**config.mk**
```make
export PLATFORM = sky130hd
export DESIGN_NAME = barometric_sensor_compensation_unit_flat
export DESIGN_NICKNAME = d
export VERILOG_FILES = /design/src/hw/rtl/bsc_pkg.sv /design/src/hw/rtl/bsc_if.sv /design/src/hw/rtl/bsc_serial_unit.sv /design/src/hw/rtl/barometric_sensor_compensation_unit.sv /design/src/flat_wrapper.sv
export SDC_FILE = /design/constraint.sdc
export NUM_CORES = 2
export LEC_CHECK = 0
export BUFFER_PORTS_ARGS = -buffer_cell sky130_fd_sc_hd__buf_2
export CELL_PAD_IN_SITES_DETAIL_PLACEMENT = 0
export CELL_PAD_IN_SITES_GLOBAL_PLACEMENT = 2
export CORE_MARGIN = 2
export CORE_UTILIZATION = 30
export DETAILED_ROUTE_END_ITERATION = 8
export HOLD_SLACK_MARGIN = 0.08
export PLACE_DENSITY_LB_ADDON = 0.1
export RECOVER_POWER = 25
export SLEW_MARGIN = 20
export SYNTH_ARGS = -nofsm -noshare
export SYNTH_HDL_FRONTEND = slang
export SYNTH_HIERARCHICAL = 1
export SYNTH_SLANG_ARGS = --single-unit
```
**constraint.sdc**
```tcl
create_clock -name clk -period 16.2 [get_ports clk]
set_clock_uncertainty 0.05 [all_clocks]
set_input_delay 0 -clock clk [delete_from_list [all_inputs] [get_ports clk]]
set_output_delay 0 -clock clk [all_outputs]
set_load 0.02 [all_outputs]
```
**src/hw/rtl/bsc_pkg.sv**
```systemverilog
package bsc_pkg;
	localparam int unsigned DataW = 32;
	localparam int unsigned ModeW = 3;
	localparam int unsigned RawW = 16;
	localparam int unsigned CfgIdxW = 2;
	localparam int unsigned CfgDataW = 64;
	localparam int unsigned CntW = 6;

	localparam logic [CfgIdxW-1:0] REG_CALIB_FIRST = 2'd0;
	localparam logic [CfgIdxW-1:0] REG_CALIB_SECOND = 2'd1;
	localparam logic [CfgIdxW-1:0] REG_CALIB_THIRD = 2'd2;

	localparam logic [ModeW-1:0] MODE_TEMP = 3'd0;

	// serial unit operations
	typedef enum logic [1:0] {
		OP_MUL,
		OP_DIVU,
		OP_DIVS
	} op_t;

	typedef enum logic [4:0] {
		ST_IDLE,
		ST_T1, ST_T2, ST_T3, ST_T4,
		ST_P1, ST_P2, ST_P3, ST_P4, ST_P5, ST_P6, ST_P7, ST_P8,
		ST_P9, ST_P10, ST_P11, ST_P12, ST_P13, ST_P14, ST_P15,
		ST_OUT
	} state_t;

	typedef struct packed {
		logic start;
		op_t op;
		logic [DataW-1:0] a;
		logic [DataW-1:0] b;
	} su_req_t;

	typedef struct packed {
		logic done;
		logic [DataW-1:0] res;
	} su_rsp_t;

	// signed truncating divide by 2^k on a bit pattern
	function automatic logic [DataW-1:0] sdiv_pow2(input logic [DataW-1:0] a,
			input logic [4:0] k);
		logic [DataW-1:0] m;
		logic [DataW-1:0] q;
		begin
			m = a[DataW-1] ? (~a + 1'b1) : a;
			q = m >> k;
			sdiv_pow2 = a[DataW-1] ? (~q + 1'b1) : q;
		end
	endfunction

	function automatic logic [DataW-1:0] sext16(input logic [15:0] w);
		sext16 = {{(DataW-16){w[15]}}, w};
	endfunction
endpackage

```
**src/hw/rtl/bsc_if.sv**
```systemverilog
interface bsc_in_if;
	import bsc_pkg::*;
	logic valid;
	logic ready;
	logic [ModeW-1:0] mode;
	logic [RawW-1:0] raw_reading;
	modport source (output valid, mode, raw_reading, input ready);
	modport sink (input valid, mode, raw_reading, output ready);
endinterface

interface bsc_out_if;
	import bsc_pkg::*;
	logic valid;
	logic ready;
	logic signed [DataW-1:0] value;
	logic is_pressure;
	logic divide_error;
	modport source (output valid, value, is_pressure, divide_error, input ready);
	modport sink (input valid, value, is_pressure, divide_error, output ready);
endinterface

interface bsc_cfg_if;
	import bsc_pkg::*;
	logic valid;
	logic ready;
	logic [CfgIdxW-1:0] index;
	logic [CfgDataW-1:0] data;
	modport source (output valid, index, data, input ready);
	modport sink (input valid, index, data, output ready);
endinterface

```
**src/hw/rtl/bsc_serial_unit.sv**
```systemverilog
module bsc_serial_unit (
	input  logic clk,
	input  logic arst_n,
	input  bsc_pkg::su_req_t req,
	output bsc_pkg::su_rsp_t rsp
);
	import bsc_pkg::*;

	logic busy_q;
	logic done_q;
	logic [CntW-1:0] cnt_q;
	op_t op_q;
	logic [DataW-1:0] acc_q;
	logic [DataW-1:0] sh_q;
	logic [DataW-1:0] b_q;
	logic [DataW-1:0] rem_q;
	logic neg_q;
	logic [DataW+1:0] trial;
	logic [DataW:0] rem_sh;
	logic [DataW-1:0] ma;
	logic [DataW-1:0] mb;
	logic last;

	// partial remainder can reach 33 bits before the compare
	assign rem_sh = {rem_q, sh_q[DataW-1]};
	assign trial = {1'b0, rem_sh} - {2'b00, b_q};
	assign last = (cnt_q == CntW'(DataW-1));

	always_comb begin
		ma = req.a;
		mb = req.b;
		if (req.op == OP_DIVS) begin
			ma = req.a[DataW-1] ? (~req.a + 1'b1) : req.a;
			mb = req.b[DataW-1] ? (~req.b + 1'b1) : req.b;
		end
	end

	always_ff @(posedge clk or negedge arst_n) begin
		if (!arst_n) begin
			busy_q <= 1'b0;
			cnt_q <= '0;
			done_q <= 1'b0;
		end else begin
			done_q <= 1'b0;
			if (req.start) begin
				busy_q <= 1'b1;
				cnt_q <= '0;
			end else if (busy_q) begin
				cnt_q <= cnt_q + 1'b1;
				if (last) begin
					busy_q <= 1'b0;
					done_q <= 1'b1;
				end
			end
		end
	end

	always_ff @(posedge clk) begin
		if (req.start) begin
			op_q <= req.op;
			acc_q <= '0;
			sh_q <= ma;
			b_q <= mb;
			rem_q <= '0;
			neg_q <= (req.op == OP_DIVS) && (req.a[DataW-1] ^ req.b[DataW-1]);
		end else if (busy_q) begin
			if (op_q == OP_MUL) begin
				// lsb-first shift-add, modulo 2^32
				if (sh_q[0]) acc_q <= acc_q + (b_q << cnt_q[4:0]);
				sh_q <= sh_q >> 1;
			end else begin
				// restoring division, one quotient bit a cycle
				if (!trial[DataW+1]) rem_q <= trial[DataW-1:0];
				else rem_q <= rem_sh[DataW-1:0];
				acc_q <= {acc_q[DataW-2:0], ~trial[DataW+1]};
				sh_q <= sh_q << 1;
			end
		end
	end

	assign rsp = '{done: done_q, res: (neg_q ? (~acc_q + 1'b1) : acc_q)};
endmodule

```
**src/hw/rtl/barometric_sensor_compensation_unit.sv**
```systemverilog
// Barometric sensor compensation. One item (mode, raw reading) gives one result:
// mode 0 compensates temperature in 0.1 degree units and stores the intermediate
// term, modes 1 to 4 (5 to 7 as 4) give pressure in pascals from the last stored
// term. All multiplies and divides run through one shared bit-serial unit: each
// operation slot is a load, 32 bit steps, then the hand-over to the next slot.
// A temperature item uses three slots and a pressure item twelve. A zero divisor
// gives value 0 with divide_error and ends the sequence early. The user must write
// calibration through the config channel only while idle; the block itself does
// not enforce it. Items are taken one at a time.
module barometric_sensor_compensation_unit (
	input  logic clk,
	input  logic arst_n,
	bsc_cfg_if.sink cfg,
	bsc_in_if.sink in_ch,
	bsc_out_if.source out_ch
);
	import bsc_pkg::*;

	logic [CfgDataW-1:0] c1_q, c2_q;
	logic [47:0] c3_q;
	logic [DataW-1:0] temp_term_q;
	state_t state_q, state_d;
	logic [1:0] oss_q;
	logic [RawW-1:0] raw_q;
	logic issued_q;
	logic [DataW-1:0] b6_q, sq_q, x1_q, t_q, b4_q, b7_q, p_q, res_q;
	logic err_q, isp_q;
	su_req_t req;
	su_rsp_t rsp;

	logic [DataW-1:0] ac1, ac2, ac3, ac4, ac5, ac6, b1, b2, mc, md;
	assign ac1 = sext16(c1_q[15:0]);
	assign ac2 = sext16(c1_q[31:16]);
	assign ac3 = sext16(c1_q[47:32]);
	assign ac4 = {16'd0, c1_q[63:48]};
	assign ac5 = {16'd0, c2_q[15:0]};
	assign ac6 = {16'd0, c2_q[31:16]};
	assign b1 = sext16(c2_q[47:32]);
	assign b2 = sext16(c2_q[63:48]);
	assign mc = sext16(c3_q[31:16]);
	assign md = sext16(c3_q[47:32]);

	assign cfg.ready = 1'b1;
	always_ff @(posedge clk or negedge arst_n) begin
		if (!arst_n) begin
			c1_q <= '0;
			c2_q <= '0;
			c3_q <= '0;
		end else if (cfg.valid) begin
			case (cfg.index)
				REG_CALIB_FIRST: c1_q <= cfg.data;
				REG_CALIB_SECOND: c2_q <= cfg.data;
				REG_CALIB_THIRD: c3_q <= cfg.data[47:0];
				default: ;
			endcase
		end
	end

	bsc_serial_unit u_su (.clk(clk), .arst_n(arst_n), .req(req), .rsp(rsp));

	// handy derived values for the sequence
	logic [DataW-1:0] r, up, b3, den, q_h, x3p;
	assign r = rsp.res;
	assign up = {16'd0, raw_q} << oss_q;
	assign den = x1_q + md;

	// ready: the step waits for the unit except where it only latches
	logic step;
	assign step = rsp.done;

	always_comb begin
		state_d = state_q;
		case (state_q)
			ST_IDLE: if (in_ch.valid) state_d = (in_ch.mode == MODE_TEMP) ? ST_T1 : ST_P1;
			ST_T1: if (step) state_d = ST_T2;
			ST_T2: if (step) state_d = (den == '0) ? ST_OUT : ST_T3;
			ST_T3: if (step) state_d = ST_OUT;
			ST_P1: if (step) state_d = ST_P2;
			ST_P2: if (step) state_d = ST_P3;
			ST_P3: if (step) state_d = ST_P4;
			ST_P4: if (step) state_d = ST_P5;
			ST_P5: if (step) state_d = ST_P6;
			ST_P6: if (step) state_d = ST_P7;
			ST_P7: if (step) state_d = ST_P8;
			// zero b4: no division issued, straight to the result
			ST_P8: begin
				if (b4_q == '0) state_d = ST_OUT;
				else if (step) state_d = ST_P9;
			end
			ST_P9: if (step) state_d = ST_P10;
			ST_P10: if (step) state_d = ST_P11;
			ST_P11: if (step) state_d = ST_P12;
			ST_P12: if (step) state_d = ST_OUT;
			ST_OUT: if (out_ch.ready) state_d = ST_IDLE;
			default: state_d = ST_IDLE;
		endcase
	end

	// b3 from x3 = x1 + x2 held in t_q
	assign b3 = sdiv_pow2((((ac1 << 2) + t_q) << oss_q) + 32'd2, 5'd2);
	assign q_h = sdiv_pow2(p_q, 5'd8);
	assign x3p = sdiv_pow2(x1_q + sdiv_pow2(r, 5'd16) + 32'd2, 5'd2);

	// operation issued on entry to each compute state
	always_comb begin
		req = '0;
		req.start = !issued_q;
		case (state_q)
			ST_T1: begin req.op = OP_MUL; req.a = {16'd0, raw_q} - ac6; req.b = ac5; end
			ST_T2: begin req.op = OP_DIVS; req.a = mc << 11; req.b = den; end
			ST_T3: begin req.op = OP_MUL; req.a = '0; req.b = '0; end
			ST_P1: begin req.op = OP_MUL; req.a = b6_q; req.b = b6_q; end
			ST_P2: begin req.op = OP_MUL; req.a = b2; req.b = sq_q; end
			ST_P3: begin req.op = OP_MUL; req.a = ac2; req.b = b6_q; end
			ST_P4: begin req.op = OP_MUL; req.a = ac3; req.b = b6_q; end
			ST_P5: begin req.op = OP_MUL; req.a = b1; req.b = sq_q; end
			ST_P6: begin req.op = OP_MUL; req.a = ac4; req.b = t_q + 32'd32768; end
			ST_P7: begin req.op = OP_MUL; req.a = up - b3; req.b = 32'd50000 >> oss_q; end
			ST_P8: begin
				req.op = OP_DIVU;
				req.a = b7_q[DataW-1] ? b7_q : (b7_q << 1);
				req.b = b4_q;
			end
			ST_P9: begin req.op = OP_MUL; req.a = q_h; req.b = q_h; end
			ST_P10: begin req.op = OP_MUL; req.a = r; req.b = 32'd3038; end
			ST_P11: begin req.op = OP_MUL; req.a = 32'd0 - 32'd7357; req.b = p_q; end
			ST_P12: begin req.op = OP_MUL; req.a = '0; req.b = '0; end
			default: req.start = 1'b0;
		endcase
		if (state_q == ST_P8 && b4_q == '0) req.start = 1'b0;
	end

	always_ff @(posedge clk or negedge arst_n) begin
		if (!arst_n) begin
			state_q <= ST_IDLE;
			issued_q <= 1'b1;
			temp_term_q <= '0;
		end else begin
			state_q <= state_d;
			if (state_d != state_q) issued_q <= (state_d == ST_OUT) || (state_d == ST_IDLE);
			else if (req.start) issued_q <= 1'b1;
			if (state_q == ST_T2 && step && den != '0)
				temp_term_q <= x1_q + r;
		end
	end

	always_ff @(posedge clk) begin
		case (state_q)
			ST_IDLE: if (in_ch.valid) begin
				raw_q <= in_ch.raw_reading;
				oss_q <= (in_ch.mode > 3'd4) ? 2'd3 : 2'(in_ch.mode - 3'd1);
				isp_q <= (in_ch.mode != MODE_TEMP);
				err_q <= 1'b0;
				res_q <= '0;
				b6_q <= temp_term_q - 32'd4000;
			end
			ST_T1: if (step) x1_q <= sdiv_pow2(r, 5'd15);
			ST_T2: if (step) begin
				if (den == '0) err_q <= 1'b1;
				else res_q <= sdiv_pow2(x1_q + r + 32'd8, 5'd4);
			end
			ST_P1: if (step) sq_q <= sdiv_pow2(r, 5'd12);
			ST_P2: if (step) t_q <= sdiv_pow2(r, 5'd11);
			ST_P3: if (step) t_q <= t_q + sdiv_pow2(r, 5'd11);
			ST_P4: if (step) begin x1_q <= sdiv_pow2(r, 5'd13); b7_q <= t_q; end
			ST_P5: if (step) t_q <= x3p;
			ST_P6: if (step) begin b4_q <= r >> 15; t_q <= b7_q; end
			ST_P7: if (step) b7_q <= r;
			ST_P8: if (b4_q == '0) err_q <= 1'b1;
				else if (step) p_q <= b7_q[DataW-1] ? (r << 1) : r;
			ST_P9: if (step) t_q <= r;
			ST_P10: if (step) x1_q <= sdiv_pow2(r, 5'd16);
			ST_P11: if (step)
				res_q <= p_q + sdiv_pow2(x1_q + sdiv_pow2(r, 5'd16) + 32'd3791, 5'd4);
			default: ;
		endcase
	end

	assign in_ch.ready = (state_q == ST_IDLE);
	assign out_ch.valid = (state_q == ST_OUT);
	assign out_ch.value = res_q;
	assign out_ch.is_pressure = isp_q;
	assign out_ch.divide_error = err_q;
endmodule

```
**src/flat_wrapper.sv**
```systemverilog
// flat-port wrapper written by rule: the top's interface ports become plain ports
module barometric_sensor_compensation_unit_flat import bsc_pkg::*;
  (clk, arst_n, cfg_valid, cfg_index, cfg_data, cfg_ready, in_ch_valid, in_ch_mode, in_ch_raw_reading, in_ch_ready, out_ch_valid, out_ch_value, out_ch_is_pressure, out_ch_divide_error, out_ch_ready);
  bsc_cfg_if cfg_i ();
  bsc_in_if in_ch_i ();
  bsc_out_if out_ch_i ();
  input  logic clk;
  input  logic arst_n;
  input wire logic [$bits(cfg_i.valid)-1:0] cfg_valid;
  input wire logic [$bits(cfg_i.index)-1:0] cfg_index;
  input wire logic [$bits(cfg_i.data)-1:0] cfg_data;
  output wire logic [$bits(cfg_i.ready)-1:0] cfg_ready;
  input wire logic [$bits(in_ch_i.valid)-1:0] in_ch_valid;
  input wire logic [$bits(in_ch_i.mode)-1:0] in_ch_mode;
  input wire logic [$bits(in_ch_i.raw_reading)-1:0] in_ch_raw_reading;
  output wire logic [$bits(in_ch_i.ready)-1:0] in_ch_ready;
  output wire logic [$bits(out_ch_i.valid)-1:0] out_ch_valid;
  output wire logic [$bits(out_ch_i.value)-1:0] out_ch_value;
  output wire logic [$bits(out_ch_i.is_pressure)-1:0] out_ch_is_pressure;
  output wire logic [$bits(out_ch_i.divide_error)-1:0] out_ch_divide_error;
  input wire logic [$bits(out_ch_i.ready)-1:0] out_ch_ready;
  assign cfg_i.valid = cfg_valid;
  assign cfg_i.index = cfg_index;
  assign cfg_i.data = cfg_data;
  assign cfg_ready = cfg_i.ready;
  assign in_ch_i.valid = in_ch_valid;
  assign in_ch_i.mode = in_ch_mode;
  assign in_ch_i.raw_reading = in_ch_raw_reading;
  assign in_ch_ready = in_ch_i.ready;
  assign out_ch_valid = out_ch_i.valid;
  assign out_ch_value = out_ch_i.value;
  assign out_ch_is_pressure = out_ch_i.is_pressure;
  assign out_ch_divide_error = out_ch_i.divide_error;
  assign out_ch_i.ready = out_ch_ready;
  barometric_sensor_compensation_unit u_core (.clk(clk), .arst_n(arst_n), .cfg(cfg_i), .in_ch(in_ch_i), .out_ch(out_ch_i));
endmodule
```
Yosys cells after proc, flatten, opt, wreduce, memory -nomap -nowiden --
Index checks and enable logic that the tools add are counted.
Cells by class: mux-type cells 84, eq/ne operators 38, shift-type cells 4, reductions and logical operators 38, $lt $le $gt $ge 1, add/subtract/negate cells 37, bitwise gates (word level) 23
Operator list (number):
- 32-bit two-way mux | 41
- 66-bit one-hot mux with 13 select lines | 1
- 32-bit by 1-bit adder with 32-bit output, second input constant | 19
- 32-bit inverter | 9
- 32-bit adder | 7
- 32-bit one-hot mux with 3 select lines | 2
- 32-bit one-hot mux with 5 select lines | 1
- 5-bit two-way mux | 18
- 5-bit one-hot mux with 16 select lines | 1
- 32-bit by 2-bit adder with 32-bit output, second input constant | 2
- 32-bit logical NOT | 2
- 28-bit inverter with 32-bit output | 2
- 30-bit inverter with 32-bit output | 2
- 32-bit one-hot mux with 2 select lines | 1
- 5-bit by 4-bit equality test with 1-bit output, second input constant | 8
- 33-bit by 32-bit subtractor with 34-bit output | 1
- 32-bit by 12-bit adder with 32-bit output, second input constant | 1
- 32-bit by 16-bit adder with 32-bit output, second input constant | 1
- 32-bit by 4-bit adder with 32-bit output, second input constant | 1
- 2-bit inequality test, second input constant | 16
- 16-bit inverter with 32-bit output | 1
- 17-bit inverter with 32-bit output | 1
- 19-bit inverter with 32-bit output | 1
- 20-bit inverter with 32-bit output | 1
- 44 further kinds | 85
Storage, ports and cells: input port bits 90, register bits after elaboration 614

Depth between registers and ports, before layout --
depth in word-level cells 20, mapped depth 66, depth with buffers taken out 61

Modules after synthesis --
The synthesis kept the hierarchy.
By module, submodules not included:
- barometric_sensor_compensation_unit | instances 1, cells an instance 6020, area an instance 50116.8 um2
- bsc_serial_unit | instances 1, cells an instance 1619, area an instance 12841.1 um2

Least setup slack after synthesis --
Ideal clock, no wire load.
path kind register to register, start point reg u_core.u_su.acc_q[2], end point reg u_core.res_q[30], in the netlist u_core/out_ch.value[30], data pin, path buffers 7, setup slack 1.308 ns, period minus slack after synthesis 14.892 ns, cell stages (with the launch flop) 64, data arrival time 14.574 ns, data required time 15.881 ns, setup time 0.269 ns, cells stage by stage dfxtp_1 > or3_1 > or4_1 > o41ai_1 > xnor2_1 > nor4_1 > nand3_1 > or4_1 > clkbuf_1 > nor4_1 > nand2b_1 > or2_1 > or3_1 > or3_1 > nand2_1 > xor2_1 > nand4b_1 > or3_1 > (+28 left out) > o21ai_0 > a21oi_1 > o21ai_0 > a21oi_1 > o21ai_0 > a21oi_1 > o31a_1 > o41ai_1 > o21ai_0 > o41ai_1 > o2111a_1 > nor3_1 > a211o_1 > a21o_1 > a21oi_1 > o21ai_0 > xnor2_1 > o21ai_0
RTL lines:
- start, declared | line bsc_serial_unit.sv:13 | logic [DataW-1:0] acc_q;
- start signal, assigned | line bsc_serial_unit.sv:69 | if (sh_q[0]) acc_q <= acc_q + (b_q << cnt_q[4:0]);
- start signal, assigned | line bsc_serial_unit.sv:75 | acc_q <= {acc_q[DataW-2:0], ~trial[DataW+1]};
- end signal, assigned | line barometric_sensor_compensation_unit.sv:160 | else res_q <= sdiv_pow2(x1_q + r + 32'd8, 5'd4);
- end signal, assigned | line barometric_sensor_compensation_unit.sv:174 | res_q <= p_q + sdiv_pow2(x1_q + sdiv_pow2(r, 5'd16) + 32'd3791, 5'd4);
- end, declared | line barometric_sensor_compensation_unit.sv:26 | logic [DataW-1:0] b6_q, sq_q, x1_q, t_q, b4_q, b7_q, p_q, res_q;

==> results.yml <==
logic_synthesis:
  synth_fp_nets: 8052
  synthArstFlopShare_pct: 34.4
  synth_top_area_cell: "edfxtp_1"
  synthMostInstantiatedCell: "nand2_1"
  netlist_area_sq_um: 63000
  synth-seq-area-share_pct: 25.9
  yosysWarningCount: 6
  yosys.cell_types.count: 135
  yosys_register_bits: 598
  avgSynthCellArea_sq_um: 8.24
  synthTopCellsByCount: "nand2_1 (847), nor2_1 (543), xnor2_1 (532)"
  synth_top_area_share_pct: 15.6
  netlist_top_cells_area: "edfxtp_1 (16%), dfrtp_1 (8.1%), xnor2_1 (7.4%), ha_1 (6.2%), nand2_1 (5.0%)"
  synth_enable_flop_cells: 328
  synthCells: 7639
  ys.flop_type: "edfxtp_1"
sta:
  period_share_pct: 94.2
  worstMarginPinSlew_ps: 4980
  setup_violations: 0
  maxSlewHeadroom_pct: -232
  fmax_mhz: 65.6
  fin_tns_setup_ps: 0
  drv_slew: 338
  rsz0062_at_grt: "false"
  fin_crit_ps: 15250
  hold_violations: 0
clock_network:
  cts_buffer_depth: 3
  cts_root_buf: "clkbuf_16"
  cts_tree: "yes"
  cts-htree-levels: 3
  insertion_delay_ps: 740
  clkTransAtPathRegs_ps: 60
  cts_made_buffers: 82
  cts.sink_count: 598
layout:
  drive_gt1_share_pct: 11.4
  synthToLayoutAreaGrowth_pct: 13.9
  final_util_pct: 34.3
  fin_area_sq_um: 71700
  fillers: 22100
  final_nets: 8215
detailed_routing:
  routedWlPerCell_um: 30.8
  final_antenna_net_count: 0
  via_per_inst: 5.95
  routed_wirelength_um: 329000
  via_count: 63600
  drtPass1Iterations: 9
  drt_iter0_markers: 6590
  drc: 0
global_route:
  grtUsageTotal_pct: 30.0
  overflow: 0
  grt_max_degree: 87
  grt_antenna_before_repair: 29
  grt_pass1_wl_um: 463000
  grt_pass1_vias: 60400
worst_setup_path:
  critPathRequiredTime_ps: 16560
  reg2reg_depth: 62
  cp_common_cell: "o21ai_0"
  startpoint_type: "flip-flop"
  crit_fanout: 17
  r2r_end: "u_core/out_ch.value[30]$_DFFE_PP_"
  path_class: "reg2reg"
  cpMaxStageDelayCell: "or4_4"
  end_kind: "flip-flop"
  timing.rr.start: "u_core/u_su/acc_q[2]$_SDFFE_PP0P_"
  max_stage_delay_ps: 620
  regToRegSetupSlack_ps: 950
  worstPathArrival_ps: 15610
run_status:
  outcome: "finished, violations left"
  violations: "max-capacitance violations, max-slew violations"
hold_path:
  hold_path_end: "u_core/c1_q[29]$_DFFE_PN0P_"
  min_path_cells: 3
  min_from: "cfg_data[29]"
  hold_path_class: "in2reg"
floorplanning:
  dieWidth_um: 462
  pin_count: 127
  die_height_um: 462
  dieArea_sq_um: 214000
  start_util_pct: 30.1
  coreArea_sq_um: 209000
  placementRows: 168
placement:
  port_buffers: 125
  place_congestion: 0.959
  placed_area_sq_um: 67400
  post-dp-hpwl_um: 261000
run:
  maxCapViolCount: 6
==> critical path: cells and delay by family, from the launching register on <==
kind                     cells  cell delay, ps
adder cells (fa/ha/maj)      3             940
AND/OR/NAND/NOR             23            6270
flip-flops                   1             380
AO/OA/AOI/OAI               23            5050
XOR/XNOR                     8            1370
buffers and inverters        5             870
==> sequential cells by signal (all words and copies together), names as in the netlist, 6 cells and up <==
name                 count
u_core/t_q              32
u_core/p_q              32
u_core/raw_q            16
u_core/x1_q             32
u_core/c1_q             64
u_core/u_su/b_q         32
u_core/b4_q             17
u_core/b7_q             32
u_core/u_su/acc_q       32
u_core/u_su/sh_q        32
u_core/u_su/cnt_q        6
u_core/b6_q             32
u_core/c3_q             32
u_core/out_ch.value     32
u_core/sq_q             32
u_core/temp_term_q      32
u_core/c2_q             64
u_core/u_su/rem_q       32
==> cell type report <==
type                       count  area, sq um  share of cell area, %
antenna                       11         27.5                 0.0384
tap                         2805         3510                   4.89
clock buffer                 106         2280                   3.17
clock inverter                46          546                  0.761
timing repair buffer         476         3570                   4.97
inverter                     244          916                   1.28
multi-input combinational   6400        44600                   62.2
sequential                   598        16300                   22.7
==> worst max-delay path by stage <==
stage                                            from                           endpoint  slack, ps  depth (start not counted)
global route        u_core/u_su/acc_q[2]$_SDFFE_PP0P_  u_core/out_ch.value[30]$_DFFE_PP_         60                         59
global placement    u_core/u_su/acc_q[2]$_SDFFE_PP0P_  u_core/out_ch.value[30]$_DFFE_PP_        680                         61
floorplan           u_core/u_su/acc_q[2]$_SDFFE_PP0P_  u_core/out_ch.value[30]$_DFFE_PP_       1310                         63
CTS                 u_core/u_su/acc_q[2]$_SDFFE_PP0P_  u_core/out_ch.value[30]$_DFFE_PP_        560                         58
detailed placement  u_core/u_su/acc_q[2]$_SDFFE_PP0P_  u_core/out_ch.value[30]$_DFFE_PP_        700                         58
finish              u_core/u_su/acc_q[2]$_SDFFE_PP0P_  u_core/out_ch.value[30]$_DFFE_PP_        950                         62
==> kinds of logic (layout without fill, tap and decap cells) <==
kind of cell,count (synthesis),after routing,share of synthesized area (%)
AOI/OAI and AO/OA,2177,2177,23.8
xor gates and xnor gates,776,776,10.9
adders and majority gates,323,323,6.54
buffers and inverters,641,872,3.93
DFF,598,598,25.9
muxes,434,434,7.88
other,1,12,0.00596
and+or+nand+nor,2689,2689,21.1
==> per-layer routing <==
metal / wire (um) / share of wire, % / track usage (%)
met2: 150000 / 45 / 48.9
met5: 106 / 0.032 / 0
met4: 17100 / 5.2 / 13.0
met1: 141000 / 43 / 39.0
met3: 21100 / 6.4 / 4.79
==> what timing repair did <==
item,in CTS,in global routing
endpoints found under the setup margin,0,6
buffers inserted,0,1
hold buffers,152,0
hold endpoints to repair,331,0
resized for setup,0,13
==> layout by cell type (no fill, tap or decap), types with 210 or more instances in the layout <==
master    instances
edfxtp_1        328
o21ai_0         449
a21oi_1         439
nor2_1          532
nor3_1          210
xnor2_1         510
nand3_1         231
inv_1           241
mux2_2          237
nand2_1         844
ha_1            312
xor2_1          239
==> stage by stage <==
stage	std cells	worst slack [ps]	hold WS (ps)
after floorplan	7639	1310	-346
after global placement	10400	684	-34.9
after detailed placement	10400	696	-27.3
after CTS	10700	558	84.5
after global routing	10700	58.0	115
final	10700	945	130
Power is not shown: default switching activity piles up to over one toggle a cycle in this logic, so the estimate is an artifact.
